[config.mk]
export PLATFORM = sky130hd
export DESIGN_NAME = session_expiry_table
export DESIGN_NICKNAME = d
export VERILOG_FILES = /design/src/hdl/sxt_pkg.sv /design/src/hdl/sxt_cell.sv /design/src/hdl/session_expiry_table.sv
export SDC_FILE = /design/constraint.sdc
export NUM_CORES = 2
export LEC_CHECK = 0
export BUFFER_PORTS_ARGS = -buffer_cell sky130_fd_sc_hd__buf_4
export CORE_ASPECT_RATIO = 0.8
export CORE_MARGIN = 4
export CORE_UTILIZATION = 40
export DETAILED_ROUTE_END_ITERATION = 7
export REMOVE_ABC_BUFFERS = 1
export SETUP_SLACK_MARGIN = 0.05
export SYNTH_ARGS = -nofsm -noshare
export SYNTH_HDL_FRONTEND = slang
export SYNTH_SLANG_ARGS = --single-unit
[constraint.sdc]
create_clock -name clk_i -period 9.35 [get_ports clk_i]
set_clock_uncertainty 0.1 [all_clocks]
set_input_delay 1.87 -clock clk_i [delete_from_list [all_inputs] [get_ports clk_i]]
set_output_delay 1.87 -clock clk_i [all_outputs]
set_load 0.03 [all_outputs]
[src/hdl/sxt_pkg.sv]
// Shared types and constants of the session expiry table.
`default_nettype none

package sxt_pkg;

  localparam int KeyW     = 16;
  localparam int TmoW     = 32;
  localparam int TimeW    = 48;
  localparam int YieldW   = 16;
  localparam int ActW     = 2;
  localparam int StatW    = 3;
  localparam int InDataW  = 96;
  localparam int OutDataW = 120;

  localparam logic [TimeW-1:0]  TimeMax       = '1;
  localparam logic [YieldW-1:0] MinYieldReset = 16'd100;

  // Request kinds carried in the input tuser
  localparam logic [ActW-1:0] ACT_WATCH  = 2'd0;
  localparam logic [ActW-1:0] ACT_REMOVE = 2'd1;
  localparam logic [ActW-1:0] ACT_TICK   = 2'd2;

  // Result status carried in the output tuser
  localparam logic [StatW-1:0] ST_INSERTED  = 3'd0;
  localparam logic [StatW-1:0] ST_REFRESHED = 3'd1;
  localparam logic [StatW-1:0] ST_FULL      = 3'd2;
  localparam logic [StatW-1:0] ST_REMOVED   = 3'd3;
  localparam logic [StatW-1:0] ST_NOT_FOUND = 3'd4;
  localparam logic [StatW-1:0] ST_EXPIRED   = 3'd5;
  localparam logic [StatW-1:0] ST_NONE_EXP  = 3'd6;

  // One table slot as it travels around the ring
  typedef struct packed {
    logic             valid;
    logic             hit;
    logic [KeyW-1:0]  key;
    logic [TimeW-1:0] expiry;
  } entry_t;

endpackage

`default_nettype wire

[src/hdl/sxt_cell.sv]
// One slot cell of the rotating table ring.
`default_nettype none

module sxt_cell (
  input  logic            clk_i,
  input  logic            rst_ni,
  input  logic            shift_i,
  input  sxt_pkg::entry_t ent_i,
  input  logic            wr_i,
  input  sxt_pkg::entry_t wr_ent_i,
  output sxt_pkg::entry_t ent_o
);
  import sxt_pkg::*;

  logic             valid_q;
  logic             hit_q;
  logic [KeyW-1:0]  key_q;
  logic [TimeW-1:0] expiry_q;
  entry_t           ent_d;
  logic             load;

  assign ent_d = wr_i ? wr_ent_i : ent_i;
  assign load  = wr_i || shift_i;

  always_ff @(posedge clk_i or negedge rst_ni) begin
    if (!rst_ni) begin
      valid_q <= 1'b0;
      hit_q   <= 1'b0;
    end else if (load) begin
      valid_q <= ent_d.valid;
      hit_q   <= ent_d.hit;
    end
  end

  always_ff @(posedge clk_i) begin
    if (load) begin
      key_q    <= ent_d.key;
      expiry_q <= ent_d.expiry;
    end
  end

  assign ent_o = '{valid: valid_q, hit: hit_q, key: key_q, expiry: expiry_q};

endmodule

`default_nettype wire

[src/hdl/session_expiry_table.sv]
// Session expiry table: a ring of key/expiry slot cells and its scan control.
//
// Requests enter on the s_axis channel: tuser is the kind (watch, remove,
// tick), tdata carries key, timeout and current time. Results leave on
// m_axis: tuser is the status, tdata the key, next wakeup, sleep time and
// early-wake flag, tlast marks the final result of a request. The minimum
// sleep time is written through cfg_we_i / cfg_wdata_i; the user writes it
// only while idle, the block itself does not enforce this. Each request
// rotates the whole slot ring once past a single head unit, one slot per
// cycle, so a watch, remove or tick that expires nothing passes the scan,
// store, report and send states; send loads its result into the output
// register and returns to idle, where the next request can be taken. A
// tick that expires entries rotates the ring a second time, frozen while
// the receiver stalls, to hand out the expired keys in slot order.
// One request is in work at a time; s_axis_tready is high only while idle,
// and the next request is taken even while the last result still waits in
// the output register. A stalled receiver holds the result in that register;
// the block waits before loading its next result, with the ring frozen.
// Reset empties the table at once and sets the minimum sleep to 100 ms; no
// clearing pass is needed.
`default_nettype none

module session_expiry_table #(
  parameter int ENTRIES = 32
) (
  input  logic                         clk_i,
  input  logic                         rst_ni,
  input  logic                         s_axis_tvalid,
  output logic                         s_axis_tready,
  // key[15:0], timeout_ms[47:16], now_ms[95:48]
  input  logic [sxt_pkg::InDataW-1:0]  s_axis_tdata,
  // action[1:0]
  input  logic [sxt_pkg::ActW-1:0]     s_axis_tuser,
  output logic                         m_axis_tvalid,
  input  logic                         m_axis_tready,
  // key_out[15:0], next_wakeup_ms[63:16], next_valid[64], sleep_ms[112:65],
  // wake_early[113], zero[119:114]
  output logic [sxt_pkg::OutDataW-1:0] m_axis_tdata,
  // status[2:0]
  output logic [sxt_pkg::StatW-1:0]    m_axis_tuser,
  output logic                         m_axis_tlast,
  input  logic                         cfg_we_i,
  input  logic [sxt_pkg::YieldW-1:0]   cfg_wdata_i
);
  import sxt_pkg::*;

  localparam int IdxW = (ENTRIES > 1) ? $clog2(ENTRIES) : 1;
  localparam int CntW = $clog2(ENTRIES + 1);
  localparam logic [IdxW-1:0] LastIdx = IdxW'(ENTRIES - 1);
  localparam logic [CntW-1:0] OneHit  = CntW'(1);

  typedef enum logic [2:0] {
    S_IDLE, S_SCAN, S_STORE, S_REPORT, S_SEND, S_EMIT
  } state_e;

  state_e state_q;

  logic [ActW-1:0]   act_q;
  logic [KeyW-1:0]   key_q;
  logic [TimeW-1:0]  now_q;
  logic [TimeW-1:0]  exp_q;
  logic [IdxW-1:0]   cnt_q;
  logic              found_q;
  logic              free_q;
  logic [IdxW-1:0]   free_idx_q;
  logic [TimeW-1:0]  min_q;
  logic              any_q;
  logic [CntW-1:0]   hits_q;
  logic [StatW-1:0]  status_q;
  logic              early_q;
  logic [TimeW-1:0]  sleep_q;
  logic [TimeW-1:0]  next_wakeup_q;
  logic [YieldW-1:0] yield_floor_q;

  logic              out_valid_q;
  logic [StatW-1:0]  out_status_q;
  logic [KeyW-1:0]   out_key_q;
  logic [TimeW-1:0]  out_when_q;
  logic              out_any_q;
  logic [TimeW-1:0]  out_sleep_q;
  logic              out_early_q;
  logic              out_last_q;

  logic [KeyW-1:0]   in_key;
  logic [TmoW-1:0]   in_tmo;
  logic [TimeW-1:0]  in_now;
  logic              in_known;
  logic [TimeW:0]    exp_sum;
  logic [TimeW-1:0]  exp_sat;

  entry_t            cell_ent [ENTRIES];
  entry_t            head;
  entry_t            head_mod;
  entry_t            ins_ent;
  logic              ins_we;
  logic              ring_shift;
  logic              out_free;
  logic              out_load;
  logic              key_hit;
  logic              expired;
  logic              keep;

  logic [TimeW:0]    diff;
  logic [TimeW-1:0]  wait_ms;
  logic [TimeW-1:0]  sleep_d;

  // Input fields and saturated expiry
  assign in_key   = s_axis_tdata[KeyW-1:0];
  assign in_tmo   = s_axis_tdata[KeyW +: TmoW];
  assign in_now   = s_axis_tdata[KeyW+TmoW +: TimeW];
  assign in_known = (s_axis_tuser == ACT_WATCH) || (s_axis_tuser == ACT_REMOVE) ||
                    (s_axis_tuser == ACT_TICK);
  assign exp_sum  = {1'b0, in_now} + (TimeW+1)'(in_tmo);
  assign exp_sat  = exp_sum[TimeW] ? TimeMax : exp_sum[TimeW-1:0];

  assign s_axis_tready = (state_q == S_IDLE);
  assign out_free      = !out_valid_q || m_axis_tready;

  // Slot ring: every cell takes its upper neighbor, the top cell takes the updated head
  assign head    = cell_ent[0];
  assign ins_we  = (state_q == S_STORE) && (act_q == ACT_WATCH) && !found_q && free_q;
  assign ins_ent = '{valid: 1'b1, hit: 1'b0, key: key_q, expiry: exp_q};

  for (genvar i = 0; i < ENTRIES; i++) begin : g_cell
    entry_t nb;
    if (i == ENTRIES - 1) begin : g_top
      assign nb = head_mod;
    end else begin : g_mid
      assign nb = cell_ent[i+1];
    end
    sxt_cell u_cell (
      .clk_i    (clk_i),
      .rst_ni   (rst_ni),
      .shift_i  (ring_shift),
      .ent_i    (nb),
      .wr_i     (ins_we && (free_idx_q == IdxW'(i))),
      .wr_ent_i (ins_ent),
      .ent_o    (cell_ent[i])
    );
  end

  // Head unit: examine the slot leaving the ring and update it
  assign key_hit = head.valid && (head.key == key_q);
  assign expired = head.valid && (head.expiry <= now_q);

  always_comb begin
    head_mod = head;
    keep     = head.valid;
    if (state_q == S_EMIT) begin
      head_mod.hit = 1'b0;
    end else begin
      case (act_q)
        ACT_WATCH: begin
          if (key_hit) begin
            head_mod.expiry = exp_q;
            keep            = 1'b0;
          end
        end
        ACT_REMOVE: begin
          if (key_hit) begin
            head_mod.valid = 1'b0;
            keep           = 1'b0;
          end
        end
        ACT_TICK: begin
          if (expired) begin
            head_mod.valid = 1'b0;
            head_mod.hit   = 1'b1;
            keep           = 1'b0;
          end
        end
        default: begin
          keep = 1'b0;
        end
      endcase
    end
  end

  // Hold the ring while an expired key waits for the output register
  assign ring_shift = (state_q == S_SCAN) ||
                      ((state_q == S_EMIT) && (!head.hit || out_free));

  assign out_load = ((state_q == S_SEND) && out_free) ||
                    ((state_q == S_EMIT) && ring_shift && head.hit);

  // Sleep time: earliest expiry minus now, clamped below by the minimum yield
  always_comb begin
    diff    = {1'b0, min_q} - {1'b0, now_q};
    wait_ms = (any_q && !diff[TimeW] && (diff[TimeW-1:0] != '0)) ? diff[TimeW-1:0] : '0;
    sleep_d = (wait_ms < TimeW'(yield_floor_q)) ? TimeW'(yield_floor_q) : wait_ms;
  end

  always_ff @(posedge clk_i or negedge rst_ni) begin
    if (!rst_ni) begin
      state_q       <= S_IDLE;
      act_q         <= ACT_WATCH;
      key_q         <= '0;
      now_q         <= '0;
      exp_q         <= '0;
      cnt_q         <= '0;
      found_q       <= 1'b0;
      free_q        <= 1'b0;
      free_idx_q    <= '0;
      min_q         <= TimeMax;
      any_q         <= 1'b0;
      hits_q        <= '0;
      status_q      <= ST_INSERTED;
      early_q       <= 1'b0;
      sleep_q       <= '0;
      next_wakeup_q <= '0;
      yield_floor_q <= MinYieldReset;
      out_valid_q   <= 1'b0;
      out_status_q  <= ST_INSERTED;
      out_key_q     <= '0;
      out_when_q    <= '0;
      out_any_q     <= 1'b0;
      out_sleep_q   <= '0;
      out_early_q   <= 1'b0;
      out_last_q    <= 1'b0;
    end else begin
      if (cfg_we_i) begin
        yield_floor_q <= cfg_wdata_i;
      end
      if (out_load) begin
        out_valid_q <= 1'b1;
      end else if (m_axis_tready) begin
        out_valid_q <= 1'b0;
      end

      case (state_q)
        S_IDLE: begin
          // drop the unused request kind without a result
          if (s_axis_tvalid && in_known) begin
            act_q      <= s_axis_tuser;
            key_q      <= in_key;
            now_q      <= in_now;
            exp_q      <= exp_sat;
            cnt_q      <= '0;
            found_q    <= 1'b0;
            free_q     <= 1'b0;
            free_idx_q <= '0;
            min_q      <= TimeMax;
            any_q      <= 1'b0;
            hits_q     <= '0;
            state_q    <= S_SCAN;
          end
        end

        S_SCAN: begin
          if (key_hit && (act_q != ACT_TICK)) begin
            found_q <= 1'b1;
          end
          if ((act_q == ACT_WATCH) && !head.valid && !free_q) begin
            free_q     <= 1'b1;
            free_idx_q <= cnt_q;
          end
          if ((act_q == ACT_TICK) && expired) begin
            hits_q <= hits_q + OneHit;
          end
          if (keep && (head.expiry <= min_q)) begin
            min_q <= head.expiry;
            any_q <= 1'b1;
          end
          if (cnt_q == LastIdx) begin
            cnt_q   <= '0;
            state_q <= S_STORE;
          end else begin
            cnt_q <= cnt_q + IdxW'(1);
          end
        end

        S_STORE: begin
          early_q <= (act_q == ACT_WATCH) && (found_q || free_q) &&
                     (exp_q < next_wakeup_q);
          case (act_q)
            ACT_WATCH: begin
              if (found_q) begin
                status_q <= ST_REFRESHED;
              end else if (free_q) begin
                status_q <= ST_INSERTED;
              end else begin
                status_q <= ST_FULL;
              end
              if (found_q || free_q) begin
                any_q <= 1'b1;
                if (exp_q <= min_q) begin
                  min_q <= exp_q;
                end
              end
            end
            ACT_REMOVE: begin
              status_q <= found_q ? ST_REMOVED : ST_NOT_FOUND;
            end
            default: begin
              status_q      <= (hits_q == '0) ? ST_NONE_EXP : ST_EXPIRED;
              next_wakeup_q <= any_q ? min_q : TimeMax;
            end
          endcase
          state_q <= S_REPORT;
        end

        S_REPORT: begin
          sleep_q <= sleep_d;
          state_q <= ((act_q == ACT_TICK) && (hits_q != '0)) ? S_EMIT : S_SEND;
        end

        S_SEND: begin
          if (out_free) begin
            out_status_q <= status_q;
            out_key_q    <= (act_q == ACT_TICK) ? '0 : key_q;
            out_when_q   <= any_q ? min_q : '0;
            out_any_q    <= any_q;
            out_sleep_q  <= sleep_q;
            out_early_q  <= early_q;
            out_last_q   <= 1'b1;
            state_q      <= S_IDLE;
          end
        end

        S_EMIT: begin
          if (ring_shift) begin
            if (head.hit) begin
              out_status_q <= ST_EXPIRED;
              out_key_q    <= head.key;
              out_when_q   <= any_q ? min_q : '0;
              out_any_q    <= any_q;
              out_sleep_q  <= sleep_q;
              out_early_q  <= 1'b0;
              out_last_q   <= (hits_q == OneHit);
              hits_q       <= hits_q - OneHit;
            end
            // finish the rotation so every slot is back in its own cell
            if (cnt_q == LastIdx) begin
              cnt_q   <= '0;
              state_q <= S_IDLE;
            end else begin
              cnt_q <= cnt_q + IdxW'(1);
            end
          end
        end

        default: begin
          state_q <= S_IDLE;
        end
      endcase
    end
  end

  assign m_axis_tvalid = out_valid_q;
  assign m_axis_tuser  = out_status_q;
  assign m_axis_tlast  = out_last_q;
  assign m_axis_tdata  = {{(OutDataW-KeyW-2*TimeW-2){1'b0}}, out_early_q, out_sleep_q,
                          out_any_q, out_when_q, out_key_q};

endmodule

`default_nettype wire

; ---- After elaboration in Yosys (flattened, before gate mapping)
; Index checks and enable logic that the tools add are counted.
[op_classes]
n_addsub = 5
reduce_logical = 120
n_bitwise = 1
n_lt_le_gt_ge = 5
n_mux = 118
eq_ne = 57
[op_table]
columns = operator, count
row1 = $mux 66, 32
row2 = $mux 48, 19
row3 = $pmux 48 s2, 2
row4 = $le 48x48->1, 3
row5 = $pmux 48 s3, 1
row6 = $eq 5x5->1 const B, 17
row7 = $mux 16, 4
row8 = $logic_and 1x1->1, 52
row9 = $add 48x32->49, 1
row10 = $sub 48x48->49, 1
row11 = $lt 48x16->1, 1
row12 = $lt 48x48->1, 1
row13 = $reduce_bool 48->1, 1
row14 = $eq 5x4->1 const B, 8
row15 = $logic_or 1x1->1, 39
row16 = $pmux 16 s2, 1
row17 = $mux 3, 9
row18 = $mux 1, 24
row19 = $mux 6, 4
row20 = $ne 2x1->1 const B, 12
row21 = $eq 5x3->1 const B, 4
row22 = $mux 5, 4
row23 = $pmux 3 s6, 1
row24 = $pmux 6 s3, 1
row25 = 34 further kinds, 64
[totals]
reg_bits = 2531
inputBits = 119
word_cells = 459
output_inout_bits = 126

; ---- Logic depth before layout (Yosys ltp)
[logic_depth]
word_depth = 9
depth_mapped = 25
mapped_depth_nobuf = 22

; ---- Hierarchy
; A second synthesis with hierarchy kept.
[hier_totals]
hier_cells = 7885
hier_area_um2 = 118662.6
[by_module_without_submodules]
columns = module, seq_area_each_um2, area_each_um2, cells_per_inst, n_inst
row1 = sxt_cell, 1971.9, 2829.0, 147, 32
row2 = session_expiry_table, 10548.9, 28135.7, 3181, 1

; ---- Worst setup path before layout
; Ideal clock, no wire load.
[synth_timing]
path_type = reg2reg
startpoint = reg act_q[1]
endpoint = reg g_cell[31].u_cell.hit_q
stages_incl_launch_ff = 10
required_ps = 8888
t_arrival_ps = 6305
setup_time_ps = 362
synth_period_minus_slack_ps = 6768
slack_ps = 2582
n_path_buf = 1
cell_sequence = dfrtp_1 inv_1 ha_1 clkbuf_1 nand2_1 nor3b_1 and2_1 nand3_1 o21ai_0 o21ai_0
[synth_between]
elab_chain_len = 6
elab_cells_between_ends = 10
cone_classes = eq/ne (1) / mux (3) / reduce/logical (6)
[synth_lines]
columns = element, line_no
row1 = "start, declared", session_expiry_table.sv:58  ; logic [ActW-1:0] act_q;
row2 = "start signal, assigned", session_expiry_table.sv:234  ; act_q <= s_axis_tuser;
row3 = $logic_not 2->1, session_expiry_table.sv:121  ; assign ins_we = (state_q == S_STORE) && (act_q == ACT_WATCH) && !found_q && free_q;
row4 = $logic_and 1x1->1 (3 in series), session_expiry_table.sv:121
row5 = $logic_and 1x1->1, session_expiry_table.sv:136  ; .wr_i (ins_we && (free_idx_q == IdxW'(i))),
row6 = $logic_or 1x1->1, sxt_cell.sv:23  ; assign load = wr_i || shift_i;
row7 = net g_cell[31].u_cell.load, sxt_cell.sv:20  ; logic load;
row8 = "end signal, assigned", sxt_cell.sv:31  ; hit_q <= ent_d.hit;
row9 = "end, declared", sxt_cell.sv:16  ; logic hit_q;
; The timed path passes the listed nets, and every way through them passes these cells.
; A chain may end at the register's enable or synchronous reset.

; ---- Worst setup path in the final report
[layout_timing]
startpoint = reg min_q[0]
endpoint = reg sleep_q[8]
[layout_between]
elab_chain_len = 7
elab_cells_between_ends = 8
cone_classes = add/sub (1) / order compare (1) / mux (2) / reduce/logical (4)
[layout_lines]
columns = element, line_no
row1 = "start, declared", session_expiry_table.sv:66  ; logic [TimeW-1:0] min_q;
row2 = "start signal, assigned", session_expiry_table.sv:204  ; min_q <= TimeMax;
row3 = "start signal, assigned", session_expiry_table.sv:242  ; min_q <= TimeMax;
row4 = "start signal, assigned", session_expiry_table.sv:261  ; min_q <= head.expiry;
row5 = $sub 48x48->49 (*), session_expiry_table.sv:188  ; diff = {1'b0, min_q} - {1'b0, now_q};
row6 = branches (longest 3 deep; another with $reduce_bool 48->1), --
row7 = $mux 48 (*), session_expiry_table.sv:189  ; wait_ms = (any_q && !diff[TimeW] && (diff[TimeW-1:0] != '0)) ? diff[TimeW-1:0] : '0;
row8 = $lt 48x16->1, session_expiry_table.sv:190  ; sleep_d = (wait_ms < TimeW'(yield_floor_q)) ? TimeW'(yield_floor_q) : wait_ms;
row9 = $mux 48 (*), session_expiry_table.sv:190
row10 = "end signal, assigned", session_expiry_table.sv:303  ; sleep_q <= sleep_d;
row11 = "end, declared", session_expiry_table.sv:71  ; logic [TimeW-1:0] sleep_q;
; Every way passes the cells marked *.

==> impl_metrics.py <==
metrics = {
    "run_status": {
        "outcome": "finished with violations",
        "violations": "capacitance limit, slew limit",
    },
    "clock_tree": {
        "clk_latency_ps": 840,
        "clk_pin_slew_ps": 70,
        "cts.sink_count": 2531,
        "root_buffer": "clkbuf_16",
        "max-clock-path-buffers": 4,
        "cts_resized": 0,
        "cts_buffers": 272,
        "holdBufCountCts": 0,
        "cts_setup_buffers": 0,
        "cts_tree": "done",
        "htreeDepth": 5,
    },
    "timing": {
        "period_share": 0.648,
        "worst_slew_pin_slew_ps": 1660,
        "slew-limit-headroom": -0.137,
        "fin_crit_ps": 6060,
        "clock.fmax_mhz": 165,
        "finalSetupViolations": 0,
        "rsz0062_at_grt": "no",
        "hold_ws_ps": 364,
        "drv_slew": 2,
        "setup_tns_ps": 0,
        "hold_viol": 0,
    },
    "power": {
        "p_leak_uw": 0.0492,
        "ir_drop_uv": 219,
        "powerDensity_nw_per_um2": 372,
    },
    "setup_path": {
        "startpoint": "min_q[0]",
        "reg2reg_slack_ps": 3290,
        "cp-start-kind": "flop",
        "crit_end": "sleep_q[8]",
        "cp_data_arrival_time_ps": 6630,
        "slowest_stage": "dfstp_2",
        "cp_common_cell": "a21oi_1",
        "critPathRequiredTime_ps": 9920,
        "r2r_end": "sleep_q[8]",
        "rr_startpoint": "min_q[0]",
        "worst-path-max-fanout": 47,
        "cp_cell_sequence": "inv_1 > ha_1 > fa_1 > nor2b_1 > o31a_1 > o21ai_0 > a21oi_1 > a21oi_1 > nor4_1 > o211ai_1 > buf_4 > nor2_1 > ha_1 > a21o_1 > a21o_1 > a21oi_1 > o21ai_0 > a21oi_1 > nor2b_1 > a211oi_1 > a41o_1 > a31oi_2 > a221o_1",
        "reg2reg_depth": 23,
        "critPathMaxStageDelay_ps": 550,
        "cp-end-kind": "flop",
        "setup.worst_path.class": "flop to flop",
    },
    "place": {
        "postPlaceCellArea_sq_um": 122000,
        "io_buffers": 238,
        "dp.final_hpwl_mm": 198,
        "place_congestion": 0.925,
    },
    "hold_path": {
        "hold_class": "flop to flop",
    },
    "logic_synthesis": {
        "ys_seq_area_frac": 0.633,
        "synth.distinct_cells": 86,
        "async_flop_share": 0.191,
        "synth_xor_area_frac": 0.00737,
        "synth_top_family_by_area": "multiplexers",
        "synth.area.mux_share": 0.202,
        "ys_warn_count": 0,
        "yosys.area_share.simple": 0.0471,
        "synth_edf_count": 2048,
        "synth_seq_cells": 2531,
        "syn-cell-area_sq_um": 116000,
        "postSynthCellCount": 8007,
        "synth_area_per_cell_sq_um": 14.5,
        "synth-compound-area-share": 0.0504,
        "synth_flop_cell": "edfxtp_1",
        "synthAdderAreaFrac": 0.0321,
    },
    "cells_and_area": {
        "syn_to_final_growth_pct": 12.5,
        "nFillCells": 25147,
        "drive_gt1_frac": 0.357,
        "fin_nets": 8472,
        "stdcell_area_sq_um": 131000,
    },
    "job": {
        "drv_cap": 1,
    },
    "die": {
        "coreArea_sq_um": 288000,
        "fp-row-count": 176,
        "io_pins": 245,
        "die_area_sq_um": 299000,
        "die_h_um": 490,
        "die_w_um": 611,
        "initial_core_util": 0.403,
    },
    "grt": {
        "grt_first_pass_wirelength_mm": 471,
        "antenna_found_initial": 13,
        "grt_max_degree": 162,
        "overflow": 0,
        "grt_pass1_vias": 66940,
        "grt_usage": 0.206,
    },
    "routing": {
        "vias": 67448,
        "drtAntennaViolNets": 0,
        "drt_iter0_drc": 6580,
        "routed_wl_mm": 316,
        "drcViolationCount": 0,
        "drtPass1Iterations": 6,
        "via_per_inst": 5.58,
        "wire_per_inst_um": 26.1,
    },
}
==> per-layer routing <==
| layer | share of wire | up-vias | track usage |
|---|---|---|---|
| met3 | 0.066 | 437 | 0.0363 |
| met2 | 0.41 | 2276 | 0.286 |
| met5 | 0.00011 | - | 0 |
| met1 | 0.49 | 34631 | 0.326 |
| met4 | 0.029 | 6 | 0.0602 |
| li1 | - | 30098 | - |
==> logic make-up (layout without fill, tap and decap cells) <==
group	Yosys count	count (layout)
other	1	10
and+or+nand+nor	1230	1230
AOI/OAI and AO/OA	937	937
adders and majority gates	297	297
xor gates and xnor gates	97	97
DFF	2531	2531
muxes	2092	2092
buffers and inverters	822	1071
==> critical path, delay by kind of cell (launching register included) <==
kind / cells / cell delay [ps]
compound gates: 14 / 3150
fa+ha+maj: 3 / 910
simple gates: 4 / 800
flops: 1 / 550
buf+inv: 2 / 410
==> cell usage after synthesis (6+ instances only) <==
cell type  instances  area (sq um)
nand3b_1           9          67.6
o21ai_1            8          40.0
nor2b_1           45           282
mux2_2          2065         23300
nand2b_1          22           138
and2_1            26           163
nor3_1            40           200
xnor2_1           59           517
a31oi_1           39           244
ha_1             295          3690
o21bai_1           7          52.6
o21ai_0          339          1700
nor2_1           135           507
dfstp_2           51          1340
clkbuf_1         519          1950
a21o_1            72           541
mux2i_1           27           270
dfrtp_1          432         10800
buf_2             21           105
or3_1             13          81.3
nand4_1           66           413
xor2_1            37           324
nand3_1           80           400
a21oi_1          190           951
a22oi_1           47           353
buf_1             61           229
buf_4             11          82.6
o21a_1            25           188
a21boi_0          11          82.6
nor4_1            11          68.8
o22a_1            16           140
and3_1            33           206
nand2_1          728          2730
a221o_1           16           160
o31ai_1           74           556
a211oi_1          13          97.6
a22o_1             6          52.6
inv_1            205           769
o211ai_1          16           120
edfxtp_1        2048         61500
==> stage by stage <==
step	std cells	setup WS (ps)	power [uW]	utilization
after floorplan	7397	-9780	31200	-
after detailed placement	11609	2490	38000	0.424
after global routing	12090	2910	51200	0.453
after CTS	12088	3310	48800	0.453
final	12092	3290	48600	0.453
after global placement	11609	2380	37800	0.424
==> state kept, by name, indices dropped and copies added (netlist names), 2 cells and up <==
name	count
yield_floor_q	16
g_cell.u_cell.hit_q	32
m_axis_tuser	3
g_cell.u_cell.valid_q	32
sleep_q	48
g_cell.u_cell.expiry_q	1536
exp_q	48
out_key_q	16
g_cell.u_cell.key_q	512
hits_q	6
key_q	16
free_idx_q	5
act_q	2
out_when_q	48
cnt_q	5
out_sleep_q	48
min_q	48
now_q	48
next_wakeup_q	48
status_q	3
state_q	3
==> power breakdown <==
group	internal (uW)	switching, uW	total [uW]
combinational	5810	10900	16700
clock	6120	4380	10500
sequential	19300	2060	21400
==> worst min-delay path by stage <==
stage | start | end | depth (start not counted)
2_1_floorplan | sleep_q[10] | out_sleep_q[10] | 2
3_3_place_gp | sleep_q[22] | out_sleep_q[22] | 2
3_5_place_dp | sleep_q[9] | out_sleep_q[9] | 2
4_1_cts | sleep_q[9] | out_sleep_q[9] | 2
5_1_grt | out_sleep_q[8] | out_sleep_q[8] | 2
6_report | sleep_q[9] | out_sleep_q[9] | 2
==> placed cells by master, fill, tap and decap left out, drive strengths merged, types with 12 or more instances in the layout <==
cell type,synthesis,final
and2,26,26
a221o,16,16
a22oi,47,47
ha,295,295
o21a,25,25
a31oi,42,42
a21oi,191,191
nand2,728,728
nor2,135,135
edfxtp,2048,2048
clkbuf,519,375
xor2,38,38
nor3,41,41
inv,205,211
nand3,80,80
nor4,12,12
and3,33,33
mux2i,27,27
xnor2,59,59
buf,96,385
o31ai,74,74
o21ai,347,347
o211ai,17,17
a21o,72,72
or3,13,13
nor2b,45,45
a211oi,13,13
dfstp,51,51
nand4,68,68
o22a,16,16
dfrtp,432,432
a21boi,12,12
clkinv,2,81
mux2,2065,2065
bufinv,0,16
nand2b,22,22
==> layout make-up <==
cell class	count	area, sq um	share of cell area
antenna	4	10.0	0.0000766
clock buffer	375	7590	0.0581
clock inverter	104	907	0.00694
inverter	207	778	0.00595
multi-input combinational	4659	40100	0.307
sequential	2531	73600	0.563
tap	3827	4790	0.0366
timing repair buffer	385	2950	0.0225
No activity file was read; power rests on OpenSTA's default activity.
